==> config.mk <==
export PLATFORM = sky130hd
export DESIGN_NAME = tgfw_ctrl
export DESIGN_NICKNAME = d
export VERILOG_FILES = /design/src/tgfw_pkg.sv /design/src/tgfw_ctrl.sv
export SDC_FILE = /design/constraint.sdc
export NUM_CORES = 1
export LEC_CHECK = 0
export BUFFER_PORTS_ARGS = -buffer_cell sky130_fd_sc_hd__buf_2
export CAP_MARGIN = 15
export CORE_AREA = 3 3 40 42
export DETAILED_ROUTE_END_ITERATION = 8
export DIE_AREA = 0 0 43 45
export PLACE_DENSITY = 0.54
export SYNTH_ARGS = -nofsm -noshare
export SYNTH_HDL_FRONTEND = slang
export SYNTH_SLANG_ARGS = --single-unit
==> constraint.sdc <==
create_clock -name clk -period 1.32 [get_ports clk]
set_input_delay 0.066 -clock clk [delete_from_list [all_inputs] [get_ports clk]]
set_output_delay 0.066 -clock clk [all_outputs]
set_load 0.05 [all_outputs]
==> src/tgfw_pkg.sv <==
`default_nettype none
package tgfw_pkg;

	localparam int PixelColumnsDefault = 128;
	localparam int TextPagesDefault = 4;
	localparam int CellWidth = 6;
	localparam int GlyphCount = 96;

	// Request actions.
	typedef enum logic [2:0] {
		ACT_DRAW_FLOW   = 3'd0,
		ACT_DRAW_CURSOR = 3'd1,
		ACT_SET_CURSOR  = 3'd2,
		ACT_NEWLINE     = 3'd3,
		ACT_CLEAR       = 3'd4,
		ACT_READ        = 3'd5,
		ACT_NONE6       = 3'd6,
		ACT_NONE7       = 3'd7
	} action_t;

	// Controller states.
	typedef enum logic [2:0] {
		ST_IDLE,
		ST_DECIDE,
		ST_CLEAR,
		ST_DRAW,
		ST_READ,
		ST_READ_WAIT,
		ST_DONE,
		ST_INIT
	} state_t;

	// Commands from controller to datapath.
	typedef struct packed {
		logic load_req;
		logic decide;
		logic clear_write;
		logic clear_positions;
		logic draw_write;
		logic read_issue;
		logic read_capture;
		logic finish;
	} cmd_t;

	// Status from datapath to controller.
	typedef struct packed {
		logic need_pre_clear;
		logic do_draw;
		logic need_post_clear;
		logic is_read;
		logic clear_last;
		logic draw_last;
	} stat_t;

	// Glyph column lookup; column 5 and beyond is blank.
	function automatic logic [7:0] glyph_col(input logic [7:0] code, input logic [2:0] k);
		logic [6:0] idx;
		logic [39:0] g;
		logic [7:0] c;
		c = (code < 8'h20 || code > 8'h7F) ? 8'h3F : code;
		idx = 7'(c - 8'h20);
		case (idx)
			7'd0: g = 40'h0000000000; 7'd1: g = 40'h00005F0000;
			7'd2: g = 40'h0003000300; 7'd3: g = 40'h147F147F14;
			7'd4: g = 40'h242A7F2A12; 7'd5: g = 40'h2313086462;
			7'd6: g = 40'h3649552250; 7'd7: g = 40'h0005030000;
			7'd8: g = 40'h001C224100; 7'd9: g = 40'h0041221C00;
			7'd10: g = 40'h14083E0814; 7'd11: g = 40'h08083E0808;
			7'd12: g = 40'h0050300000; 7'd13: g = 40'h0808080808;
			7'd14: g = 40'h0060600000; 7'd15: g = 40'h2010080402;
			7'd16: g = 40'h3E5149453E; 7'd17: g = 40'h00427F4000;
			7'd18: g = 40'h4261514946; 7'd19: g = 40'h2141454B31;
			7'd20: g = 40'h1814127F10; 7'd21: g = 40'h2745454539;
			7'd22: g = 40'h3C4A494930; 7'd23: g = 40'h0171090503;
			7'd24: g = 40'h3649494936; 7'd25: g = 40'h064949291E;
			7'd26: g = 40'h0036360000; 7'd27: g = 40'h0056360000;
			7'd28: g = 40'h0814224100; 7'd29: g = 40'h1414141414;
			7'd30: g = 40'h0041221408; 7'd31: g = 40'h0201510906;
			7'd32: g = 40'h324979413E; 7'd33: g = 40'h7E1111117E;
			7'd34: g = 40'h7F49494936; 7'd35: g = 40'h3E41414122;
			7'd36: g = 40'h7F4141221C; 7'd37: g = 40'h7F49494941;
			7'd38: g = 40'h7F09090901; 7'd39: g = 40'h3E4149497A;
			7'd40: g = 40'h7F0808087F; 7'd41: g = 40'h00417F4100;
			7'd42: g = 40'h2040413F01; 7'd43: g = 40'h7F08142241;
			7'd44: g = 40'h7F40404040; 7'd45: g = 40'h7F0204027F;
			7'd46: g = 40'h7F0408107F; 7'd47: g = 40'h3E4141413E;
			7'd48: g = 40'h7F09090906; 7'd49: g = 40'h3E4151215E;
			7'd50: g = 40'h7F09192946; 7'd51: g = 40'h4649494931;
			7'd52: g = 40'h01017F0101; 7'd53: g = 40'h3F4040403F;
			7'd54: g = 40'h1F2040201F; 7'd55: g = 40'h7F2010207F;
			7'd56: g = 40'h6314081463; 7'd57: g = 40'h0708700807;
			7'd58: g = 40'h6151494543; 7'd59: g = 40'h007F414100;
			7'd60: g = 40'h0204081020; 7'd61: g = 40'h0041417F00;
			7'd62: g = 40'h0402010204; 7'd63: g = 40'h8080808080;
			7'd64: g = 40'h0003070000; 7'd65: g = 40'h2054545478;
			7'd66: g = 40'h7F48444438; 7'd67: g = 40'h3844444420;
			7'd68: g = 40'h384444487F; 7'd69: g = 40'h3854545418;
			7'd70: g = 40'h087E090102; 7'd71: g = 40'h085454543C;
			7'd72: g = 40'h7F08040478; 7'd73: g = 40'h00447D4000;
			7'd74: g = 40'h2040443D00; 7'd75: g = 40'h7F10284400;
			7'd76: g = 40'h00417F4000; 7'd77: g = 40'h7C0418047C;
			7'd78: g = 40'h7C08040478; 7'd79: g = 40'h3844444438;
			7'd80: g = 40'h7C14141408; 7'd81: g = 40'h081414147C;
			7'd82: g = 40'h7C08040408; 7'd83: g = 40'h4854545420;
			7'd84: g = 40'h043F444020; 7'd85: g = 40'h3C4040207C;
			7'd86: g = 40'h1C2040201C; 7'd87: g = 40'h3C4030403C;
			7'd88: g = 40'h4428102844; 7'd89: g = 40'h0C5050503C;
			7'd90: g = 40'h4464544C44; 7'd91: g = 40'h0008364100;
			7'd92: g = 40'h00007F0000; 7'd93: g = 40'h0041360800;
			7'd94: g = 40'h0804081008;
			default: g = 40'h0000000000;
		endcase
		case (k)
			3'd0: glyph_col = g[39:32];
			3'd1: glyph_col = g[31:24];
			3'd2: glyph_col = g[23:16];
			3'd3: glyph_col = g[15:8];
			3'd4: glyph_col = g[7:0];
			default: glyph_col = 8'h00;
		endcase
	endfunction

endpackage
`default_nettype wire

==> src/tgfw_ctrl.sv <==
`default_nettype none
module tgfw_ctrl (
	input  wire logic           clk,
	input  wire logic           arst_n,
	input  wire logic           in_valid,
	output logic                in_stall,
	output logic                out_valid,
	input  wire logic           out_stall,
	output logic                cfg_ready,
	input  wire tgfw_pkg::stat_t st,
	output tgfw_pkg::cmd_t      cmd
);

	tgfw_pkg::state_t state_q, state_d;
	logic post_q, post_d;

	// State register.
	always_ff @(posedge clk or negedge arst_n) begin
		if (!arst_n) begin
			state_q <= tgfw_pkg::ST_INIT;
			post_q  <= 1'b0;
		end else begin
			state_q <= state_d;
			post_q  <= post_d;
		end
	end

	// Next state and commands.
	always_comb begin
		state_d = state_q;
		post_d = post_q;
		cmd = '0;
		in_stall = 1'b1;
		out_valid = 1'b0;
		cfg_ready = 1'b0;
		case (state_q)
			tgfw_pkg::ST_INIT: begin
				// Zero the frame store once after reset.
				cmd.clear_write = 1'b1;
				if (st.clear_last) begin
					state_d = tgfw_pkg::ST_IDLE;
				end
			end
			tgfw_pkg::ST_IDLE: begin
				in_stall = 1'b0;
				cfg_ready = !in_valid;
				if (in_valid) begin
					cmd.load_req = 1'b1;
					state_d = tgfw_pkg::ST_DECIDE;
				end
			end
			tgfw_pkg::ST_DECIDE: begin
				cmd.decide = 1'b1;
				post_d = st.need_post_clear;
				if (st.need_pre_clear) begin
					state_d = tgfw_pkg::ST_CLEAR;
				end else if (st.do_draw) begin
					state_d = tgfw_pkg::ST_DRAW;
				end else if (st.is_read) begin
					state_d = tgfw_pkg::ST_READ;
				end else begin
					state_d = tgfw_pkg::ST_DONE;
				end
			end
			tgfw_pkg::ST_CLEAR: begin
				cmd.clear_write = 1'b1;
				if (st.clear_last) begin
					cmd.clear_positions = 1'b1;
					state_d = st.do_draw && !post_q ? tgfw_pkg::ST_DRAW : tgfw_pkg::ST_DONE;
					post_d = 1'b0;
				end
			end
			tgfw_pkg::ST_DRAW: begin
				cmd.draw_write = 1'b1;
				if (st.draw_last) begin
					state_d = post_q ? tgfw_pkg::ST_CLEAR : tgfw_pkg::ST_DONE;
				end
			end
			tgfw_pkg::ST_READ: begin
				cmd.read_issue = 1'b1;
				state_d = tgfw_pkg::ST_READ_WAIT;
			end
			tgfw_pkg::ST_READ_WAIT: begin
				cmd.read_capture = 1'b1;
				state_d = tgfw_pkg::ST_DONE;
			end
			tgfw_pkg::ST_DONE: begin
				out_valid = 1'b1;
				if (!out_stall) begin
					cmd.finish = 1'b1;
					state_d = tgfw_pkg::ST_IDLE;
				end
			end
			default: state_d = tgfw_pkg::ST_IDLE;
		endcase
	end

endmodule
`default_nettype wire

Word-level counts from Yosys, hierarchy flattened
Cells that the tools add are included.
{"block": "classes", "n_div": 0, "shifts": 0, "bitwise": 0, "reduce_logical": 8, "multipliers": 0, "mux": 27, "n_lt_le_gt_ge": 0, "n_eq_ne": 12, "add_sub_neg": 0}
{"op": "$mux W3", "n": 9}
{"op": "$pmux W3 S8", "n": 1}
{"op": "$mux W1", "n": 15}
{"op": "$eq A3 B3 Y1 const B", "n": 4}
{"op": "$ne A2 B2 Y1 const B", "n": 5}
{"op": "$eq A3 B2 Y1 const B", "n": 2}
{"op": "$reduce_and A5 Y1", "n": 1}
{"op": "$eq A3 B1 Y1 const B", "n": 1}
{"op": "$logic_not A3 Y1", "n": 1}
{"op": "$logic_not A1 Y1", "n": 2}
{"op": "$mux W2", "n": 1}
{"op": "$pmux W1 S2", "n": 1}
{"op": "$reduce_and A2 Y1", "n": 1}
{"op": "$reduce_bool A2 Y1", "n": 1}
{"op": "$reduce_or A2 Y1", "n": 1}
{"op": "$logic_and A1 B1 Y1", "n": 1}
{"block": "word_totals", "out_inout_bits": 11, "mem_bits_ro": 0, "latchBits": 0, "n_memories": 0, "ff_bits": 4, "ram_bits": 0}

Depth between registers and ports, before layout
Gate-level depths: netlist of run 1.
{"block": "depth", "depth_word": 5, "mapped_depth": 5, "depth_no_buf": 3}

Least setup slack after synthesis of run 1
OpenSTA, ideal clock, no wires.
{"block": "synth_path", "kind": "flip-flop to flip-flop", "startpoint": "register state_q[0]", "endpoint": "register post_q", "setup_ps": 121, "setup_slack_ps": -957, "path_stages_with_launch": 4, "arrival_time_ps": 2156, "path_cell_list": "dfstp_2 -> nor3b_1 -> nor2_1 -> a22o_1"}
{"block": "synth_via", "elab_chain_len": 3, "elab_cells_between_ends": 6, "classes_between": "eq/ne: 3; mux: 1; reduce/logical: 2"}
{"element": "start: declaration", "line": "tgfw_ctrl.sv:14", "rtl": "tgfw_pkg::state_t state_q, state_d;"}
{"element": "start signal: assignment", "line": "tgfw_ctrl.sv:20", "rtl": "state_q <= tgfw_pkg::ST_INIT;"}
{"element": "start signal: assignment", "line": "tgfw_ctrl.sv:23", "rtl": "state_q <= state_d;"}
{"element": "$eq A3 B2 Y1 / $eq A3 B1 Y1 (equally long branches)", "line": "tgfw_ctrl.sv:36", "rtl": "case (state_q)"}
{"element": "$ne A2 B2 Y1 (no source line) / $reduce_bool A2 Y1 (equally long branches)"}
{"element": "$reduce_and A2 Y1 (no source line)"}
{"element": "end signal: assignment", "line": "tgfw_ctrl.sv:24", "rtl": "post_q <= post_d;"}
{"element": "end: declaration", "line": "tgfw_ctrl.sv:15", "rtl": "logic post_q, post_d;"}
Several ways; a longest one is shown, not always the timed one.
A chain may end at the register's enable or synchronous reset.

==> flow_summary.yaml, run 1 <==
final_layout:
  syn_to_final_growth_pct: 101
  final_util_pct: 60.4
  layout.cells.most_common: "buf_6"
  diodes: 0
  nNetsFinal: 92
  instances_no_fill: 96
  drive_gt1_share_pct: 61.7
  final_cell_mix: "buf_6, buf_2"
sta:
  finalSetupViolCount: 12
  finalHoldViolCount: 0
  setup_tns_ps: -600
  maxSlewViolCount: 0
  skew_ps: 9.71
  fin_crit_ps: 1410
  relSlewSlack_pct: 80.7
  layout_worst_path_cycle_share_pct: 107
  rsz0062_at_grt: "true"
  tightest_slew_ps: 287
  fmax_mhz: 707
  fin_ws_ps: -94.5
setup_path:
  r2r.worst_path.cells: 5
  cp_cell_sequence: "and3b_2, nor2b_4, buf_6"
  reg2reg_to: "state_q[0]"
  r2r-start: "state_q[0]"
  end_kind: "output port"
  max_stage_delay_ps: 620
  critPathRequiredTime_ps: 1250
  critical-path-top-delay-family: "flip-flops"
  path_max_fanout: 8
  arrival_ps: 1350
  crit_path_start_kind: "register"
  reg2reg_slack_ps: -90
  slowest_stage: "dfstp_2"
  worst-path-buf-inv: 1
  criticalPathCategory: "register to output port"
cts:
  clk_latency_ps: 240
  root_buffer: "clkbuf_4"
  cts_max_path_buffers: 2
  clkTransAtPathRegs_ps: 40
  cts_tree: "built"
  cts_max_level: 1
  cts.sinks: 4
  cts_buffers: 3
routing:
  vias: 480
  drtAntennaViolNets: 0
  vias_per_cell: 5.00
  firstDrtPassIters: 4
  wl_per_cell_um: 12.6
  drt-initial-drc-count: 3
  drc: 0
  wirelength_um: 1210
grt:
  grt_use_total_pct: 14.5
  use_met1_pct: 16.5
  grtUsageMet2_pct: 26.0
  antenna_found_initial: 0
  grt_overflow: 0
  grt_most_used_layer: "met2"
  gr-usage-met3_pct: 3.19
  grt_pass1_wl_um: 2120
  grt_max_degree: 9
  grt_pass1_vias: 502
synth:
  async_flop_share_pct: 100
  syn_area_um2: 385
  ys_seq_elements: 4
  syn_nets: 57
  ys_types: 29
  ys_warn_count: 0
  postSynthAreaPerCell_um2: 8.20
  synthCells: 47
  synth_edf_count: 0
  ys_seq_area_share_pct: 26.9
  synth_ff_type: "dfstp_2"
placed_design:
  dp_hpwl_um: 761
  port_buffers: 20
  gp_congestion: 0.769
  placed_cells: 82
pwr:
  leakage_nw: 0.356
  vdd_ir_drop_max_mv: 1.32
  power.density_mw_per_mm2: 2890
  finalPower_w: 0.00224
floorplanning:
  die_x_um: 43
  die-area_mm2: 0.00194
  die_h_um: 45
  ioPinCount: 21
  std_cell_rows: 13
  start_util_pct: 30.0
  core_mm2: 0.00128
run:
  drv_cap: 0
run_status:
  status: "complete, but fails checks"
  violations: "negative setup slack"
min_path:
  hold_end: "post_q"
  min_from: "st[3]"
  hold_path_class: "input port to register"
  hold_depth: 2
-- layer usage --
metal / vias up / part of all wire, %
met5: - / 0
met4: 0 / 0
met3: 0 / 3.8
met2: 13 / 55
met1: 226 / 41
li1: 241 / -
-- registers in the layout, summed over array words and instances (netlist names) --
register and count:
state_q 3, post_q 1
-- cell usage after synthesis (2+ instances only) --
cell type,number,share of area (%)
and3b_1,3,6.8
nor2b_1,3,4.9
o21ai_0,3,3.9
nor2_1,4,3.9
dfstp_2,3,20
nor3b_1,2,3.9
inv_1,2,1.9
a21oi_1,4,5.2
buf_2,2,2.6
nand2b_1,2,3.2
-- final cells by class --
cell class | instances | area, um2
Clock buffer | 4 | 26.3
Fill cell | 105 | 509
Inverter | 2 | 7.51
Multi-Input combinational cell | 37 | 308
Sequential cell | 4 | 104
Tap cell | 15 | 18.8
Timing Repair Buffer | 34 | 312
-- how the worst max path moves through the flow --
stage / start / end / cells past startpoint
4_1_cts: state_q[0] / cmd[0] / 3
2_1_floorplan: state_q[2] / cmd[0] / 4
3_5_place_dp: state_q[2] / state_q[0] / 3
3_3_place_gp: state_q[2] / state_q[0] / 3
5_1_grt: state_q[0] / cmd[0] / 3
6_report: state_q[0] / cmd[0] / 3
-- report_power, final --
part           internal (W)  switching (W)  leakage [nW]
clock network      0.000113      0.0000514        0.0150
registers          0.000216       0.000101        0.0448
logic              0.000860       0.000897         0.297
-- metrics by stage --
step	hold slack [ps]	worst slack, ps	area [um2]
2_1_floorplan	-230	-230	443
3_3_place_gp	-127	2.75	557
3_5_place_dp	-129	-31.5	557
4_1_cts	61.2	-83.4	762
5_1_grt	76.0	-126	776
6_report	59.0	-94.5	776
-- cells by family (layout without fill, tap and decap cells) --
kind of cell           after synthesis  count (layout)  share of synthesized area [%]
buffers and inverters                6              40                           8.44
multiplexers                         1               1                           2.60
AO/OA/AOI/OAI                       11              11                           17.9
flip-flops                           4               4                           26.9
AND/OR/NAND/NOR                     24              24                           41.9
XOR/XNOR                             1               1                           2.27
-- timing repair --
item,in CTS,in global routing
pin swaps,9,5
hold buffers,1,0
endpoints found under the setup margin,12,15
gates resized for setup,36,5
setup buffers,9,0
hold endpoints to repair,4,0
Power figures use the tool's default switching activity.
==> run 2: changes to the inputs <==
Settings changed: BUFFER_PORTS_ARGS -buffer_cell sky130_fd_sc_hd__buf_2 to not set, DONT_BUFFER_PORTS set to 1, PLACE_DENSITY 0.54 to 0.4.
==> flow_summary.yaml, run 2 (synthesized netlist as in run 1, its figures left out) <==
placed_design:
  port_buffers: 0
  placed_cells: 74
  gp_congestion: 0.790
  dp_hpwl_um: 857
cts:
  cts_buffers: 3
  cts_tree: "built"
  clk_latency_ps: 240
  cts.sinks: 4
  clkTransAtPathRegs_ps: 30
  cts_max_path_buffers: 2
  cts_max_level: 1
  root_buffer: "clkbuf_4"
final_layout:
  regMostFlops: "state_q"
  largest_register_ffs: 3
  final_cell_mix: "buf_4, buf_6, buf_12"
  drive_gt1_share_pct: 59.7
  largestRegisters: "state_q: 3 flops, post_q: 1 flops"
  nNetsFinal: 83
  layout.cells.most_common: "buf_4"
  diodes: 0
  instances_no_fill: 87
  syn_to_final_growth_pct: 90.9
setup_path:
  criticalPathCategory: "register to output port"
  arrival_ps: 1380
  path_max_fanout: 7
  slowest_stage: "dfstp_2"
  cp_cell_sequence: "buf_6, or3_4, nor2_4, buf_12"
  max_stage_delay_ps: 390
  critPathRequiredTime_ps: 1250
  r2r.worst_path.cells: 4
  crit_path_start_kind: "register"
  end_kind: "output port"
  reg2reg_slack_ps: -90
  reg2reg_to: "state_q[0]"
  r2r-start: "state_q[2]"
routing:
  drt-initial-drc-count: 5
  top_layer: "met4"
  firstDrtPassIters: 2
  vias: 456
  wl_met3_um: 97
  drc: 0
  wirelength_um: 1180
  drtAntennaViolNets: 0
  vias_per_cell: 5.24
  routedLengthMet1_um: 436
  wl_per_cell_um: 13.5
  dr_wl_met2_um: 628
floorplanning:
  core_mm2: 0.00128
  die_h_um: 45
  die-area_mm2: 0.00194
  die_x_um: 43
  std_cell_rows: 13
  start_util_pct: 30.0
  ioPinCount: 21
sta:
  finalSetupViolCount: 12
  tightest_slew_ps: 226
  rsz0062_at_grt: "true"
  fin_ws_ps: -125
  skew_ps: 9.55
  setup_tns_ps: -827
  relSlewSlack_pct: 84.8
  layout_worst_path_cycle_share_pct: 109
  maxSlewViolCount: 0
  finalHoldViolCount: 0
  fmax_mhz: 692
  fin_crit_ps: 1450
pwr:
  power.density_mw_per_mm2: 2820
  swShare_pct: 47.8
  vdd_ir_drop_max_mv: 1.14
  switching_power_w: 0.000992
  power_frac_seq_pct: 15.4
  power_frac_comb_pct: 76.6
  p_int_w: 0.00108
  leakage_nw: 0.316
  p_clk_share_pct: 8.0
grt:
  grt_max_degree: 11
  antenna_found_initial: 0
  grt_use_total_pct: 14.1
  grt_overflow: 0
  grt_pass1_vias: 481
  grt_pass1_wl_um: 2040
run_status:
  status: "complete, but fails checks"
  violations: "negative setup slack"
min_path:
  hold_end: "state_q[2]"
  hold_path_class: "input port to register"
  min_from: "st[0]"
  hold_depth: 2
run:
  drv_cap: 0
==> run 2: area by class of cell <==
type | count | area [um2]
Fill cell | 125 | 549
Multi-Input combinational cell | 37 | 317
Timing Repair Buffer | 25 | 263
Sequential cell | 4 | 104
Clock buffer | 4 | 26.3
Tap cell | 15 | 18.8
Inverter | 2 | 7.51
==> run 2: worst max path at each step <==
stage	startpoint	to	slack [ps]	cells after the start
2_1_floorplan	state_q[2]	cmd[0]	-230	4
3_3_place_gp	state_q[2]	state_q[0]	20	3
3_5_place_dp	state_q[2]	state_q[0]	-40	3
4_1_cts	state_q[2]	cmd[7]	-140	4
5_1_grt	state_q[0]	cmd[0]	-170	3
6_report	state_q[2]	cmd[7]	-130	4
==> run 2: routing by layer <==
| metal | vias to the layer above | track usage, % |
|---|---|---|
| met5 | - | 0 |
| met4 | 0 | 10.2 |
| met3 | 2 | 4.38 |
| met2 | 18 | 24.3 |
| met1 | 213 | 14.6 |
| li1 | 223 | - |
==> run 2: critical path: cells and delay by family (launching register included) <==
kind	cells	cell delay, ps
simple gates	2	500
flops	1	390
buf+inv	2	260
==> run 2: metrics by stage <==
step / area [um2] / hold WS (ps) / power (W) / worst slack, ps / utilization, %
6_report: 736 / 48.4 / 0.00208 / -125 / 57.3
5_1_grt: 736 / 71.8 / 0.00220 / -168 / 57.3
4_1_cts: 723 / 39.1 / 0.00205 / -136 / 56.3
3_5_place_dp: 597 / -229 / 0.00165 / -36.2 / 46.4
3_3_place_gp: 597 / -229 / 0.00162 / 16.6 / 46.4
2_1_floorplan: 443 / -230 / 0.00129 / -230 / -
==> run 2: repair_timing <==
action / in CTS / in global routing
hold buffers: 2 / 0
endpoints found under the setup margin: 12 / 15
gates cloned: 0 / 0
pin swaps: 4 / 2
resized for setup: 9 / 4
setup buffers: 7 / 0
endpoints found under the hold margin: 5 / 0
==> run 2: power groups by stage <==
| stage | logic (W) | registers (W) | clock network [W] |
|---|---|---|---|
| detailed placement | 0.00127 | 0.000371 | 0 |
| floorplan | 0.00102 | 0.000267 | 0 |
| finish | 0.00159 | 0.000320 | 0.000166 |
| CTS | 0.00157 | 0.000316 | 0.000172 |
| global placement | 0.00126 | 0.000364 | 0 |
| global route | 0.00169 | 0.000334 | 0.000183 |
==> run 3: changes to the inputs <==
Clock period 1.32 ns to 1.2 ns, I/O delays scaled along.
==> flow_summary.yaml, run 3 (synthesized netlist as in run 1, its figures left out) <==
routing:
  drt-initial-drc-count: 4
  vias: 446
  firstDrtPassIters: 4
  drc: 0
  wirelength_um: 1190
  drtAntennaViolNets: 0
  vias_per_cell: 5.13
  wl_per_cell_um: 13.7
sta:
  layout_worst_path_cycle_share_pct: 119
  fin_crit_ps: 1430
  finalHoldViolCount: 0
  maxSlewViolCount: 0
  fmax_mhz: 699
  relSlewSlack_pct: 82.4
  finalSetupViolCount: 15
  rsz0062_at_grt: "true"
  fin_ws_ps: -231
  skew_ps: 11.1
  tightest_slew_ps: 264
floorplanning:
  ioPinCount: 21
  start_util_pct: 30.0
  die_x_um: 43
  std_cell_rows: 13
  core_mm2: 0.00128
  die_h_um: 45
  die-area_mm2: 0.00194
final_layout:
  syn_to_final_growth_pct: 95.5
  fin_area_um2: 753
  regMostFlops: "state_q"
  nNetsFinal: 83
  final_cell_mix: "buf_4, buf_6, buf_12"
  layout.cells.most_common: "buf_4"
  largestRegisters: "state_q: 3 flops, post_q: 1 flops"
  drive_gt1_share_pct: 58.3
  largest_register_ffs: 3
  fillCellCount: 114
  diodes: 0
setup_path:
  critical-path-top-delay-family: "simple AND/OR/NAND/NOR gates"
  arrival_ps: 1370
  max_stage_delay_ps: 390
  cp_cell_sequence: "buf_6, or3_4, nor2_4, buf_12"
  reg2reg_to: "state_q[0]"
  criticalPathCategory: "register to output port"
  critPathRequiredTime_ps: 1140
  crit_path_start_kind: "register"
  worst-path-buf-inv: 2
  path_max_fanout: 7
  r2r.worst_path.cells: 4
  r2r-start: "state_q[2]"
  reg2reg_slack_ps: -120
  end_kind: "output port"
  slowest_stage: "dfstp_2"
cts:
  root_buffer: "clkbuf_4"
  cts_buffers: 3
  clkTransAtPathRegs_ps: 30
  cts_max_level: 1
  clk_latency_ps: 240
  cts_tree: "built"
  cts_max_path_buffers: 2
  cts.sinks: 4
placed_design:
  dp_slack_ps: -110
  gp_congestion: 0.801
  port_buffers: 0
  placedInstanceArea_um2: 583
  dp_hpwl_um: 828
min_path:
  hold_depth: 2
  hold_end: "state_q[2]"
  min_from: "st[0]"
  hold_path_class: "input port to register"
grt:
  grt_most_used_layer: "met2"
  grt_overflow: 0
  grt_pass1_wl_um: 1960
  grt_max_degree: 8
  grt_use_total_pct: 13.7
  antenna_found_initial: 0
  grtUsageMet2_pct: 22.5
  use_met1_pct: 14.1
  grt_pass1_vias: 466
  gr-usage-met3_pct: 3.59
pwr:
  leakage_nw: 0.326
  power.density_mw_per_mm2: 3190
  vdd_ir_drop_max_mv: 1.47
run_status:
  violations: "negative setup slack"
  status: "complete, but fails checks"
run:
  drv_cap: 0
-- run 3: what timing repair did --
action,4_1_cts,5_1_grt
pin swaps,7,1
gates resized for setup,15,2
buffers inserted,9,0
hold endpoints to repair,5,0
endpoints found under the setup margin,15,15
hold buffers,2,0
-- run 3: power by group --
group / leakage, nW / switching (W) / internal (W)
registers: 0.0448 / 0.000110 / 0.000237
logic: 0.266 / 0.000948 / 0.000928
clock network: 0.0150 / 0.0000569 / 0.000125
-- run 3: stage by stage --
stage	instances	TNS, ps	utilization [%]	hold WS, ps	total power, W
2_1_floorplan	47	-1580	-	-236	0.00142
3_3_place_gp	72	-347	45.4	-235	0.00178
3_5_place_dp	72	-562	45.4	-235	0.00180
4_1_cts	87	-2330	58.3	11.6	0.00240
5_1_grt	87	-2960	58.6	30.4	0.00254
6_report	87	-2220	58.6	15.8	0.00241
-- run 3: worst register-to-register path, stage by stage (launching register included) --
cell     delay, ps
dfstp_2        590
buf_4          160
or3b_1         120
a21oi_2         60
o32a_1         330
-- run 3: how the worst max path moves through the flow --
stage | start | endpoint | slack (ps) | depth (start not counted)
after floorplan | state_q[2] | cmd[0] | -340 | 4
after global placement | state_q[2] | cfg_ready | -70 | 4
after detailed placement | state_q[2] | state_q[0] | -110 | 3
after CTS | state_q[2] | cfg_ready | -240 | 4
after global routing | state_q[2] | cmd[7] | -280 | 4
final | state_q[2] | cmd[7] | -230 | 4
-- run 3: routing by layer --
layer  part of all wire [%]  up-vias
met5                      0        -
met3                    8.1        4
met4                    2.9        0
met2                     52       18
li1                       -      220
met1                     37      204
-- run 3: cell type report --
class                   count  area [um2]  share of cell area, %
well taps                  15        18.8                   2.49
repair buffers             25         280                   37.2
flip-flops and latches      4         104                   13.8
inverters                   2        7.51                  0.997
clock buffers               4        26.3                   3.49
multi-input cells          37         317                   42.0
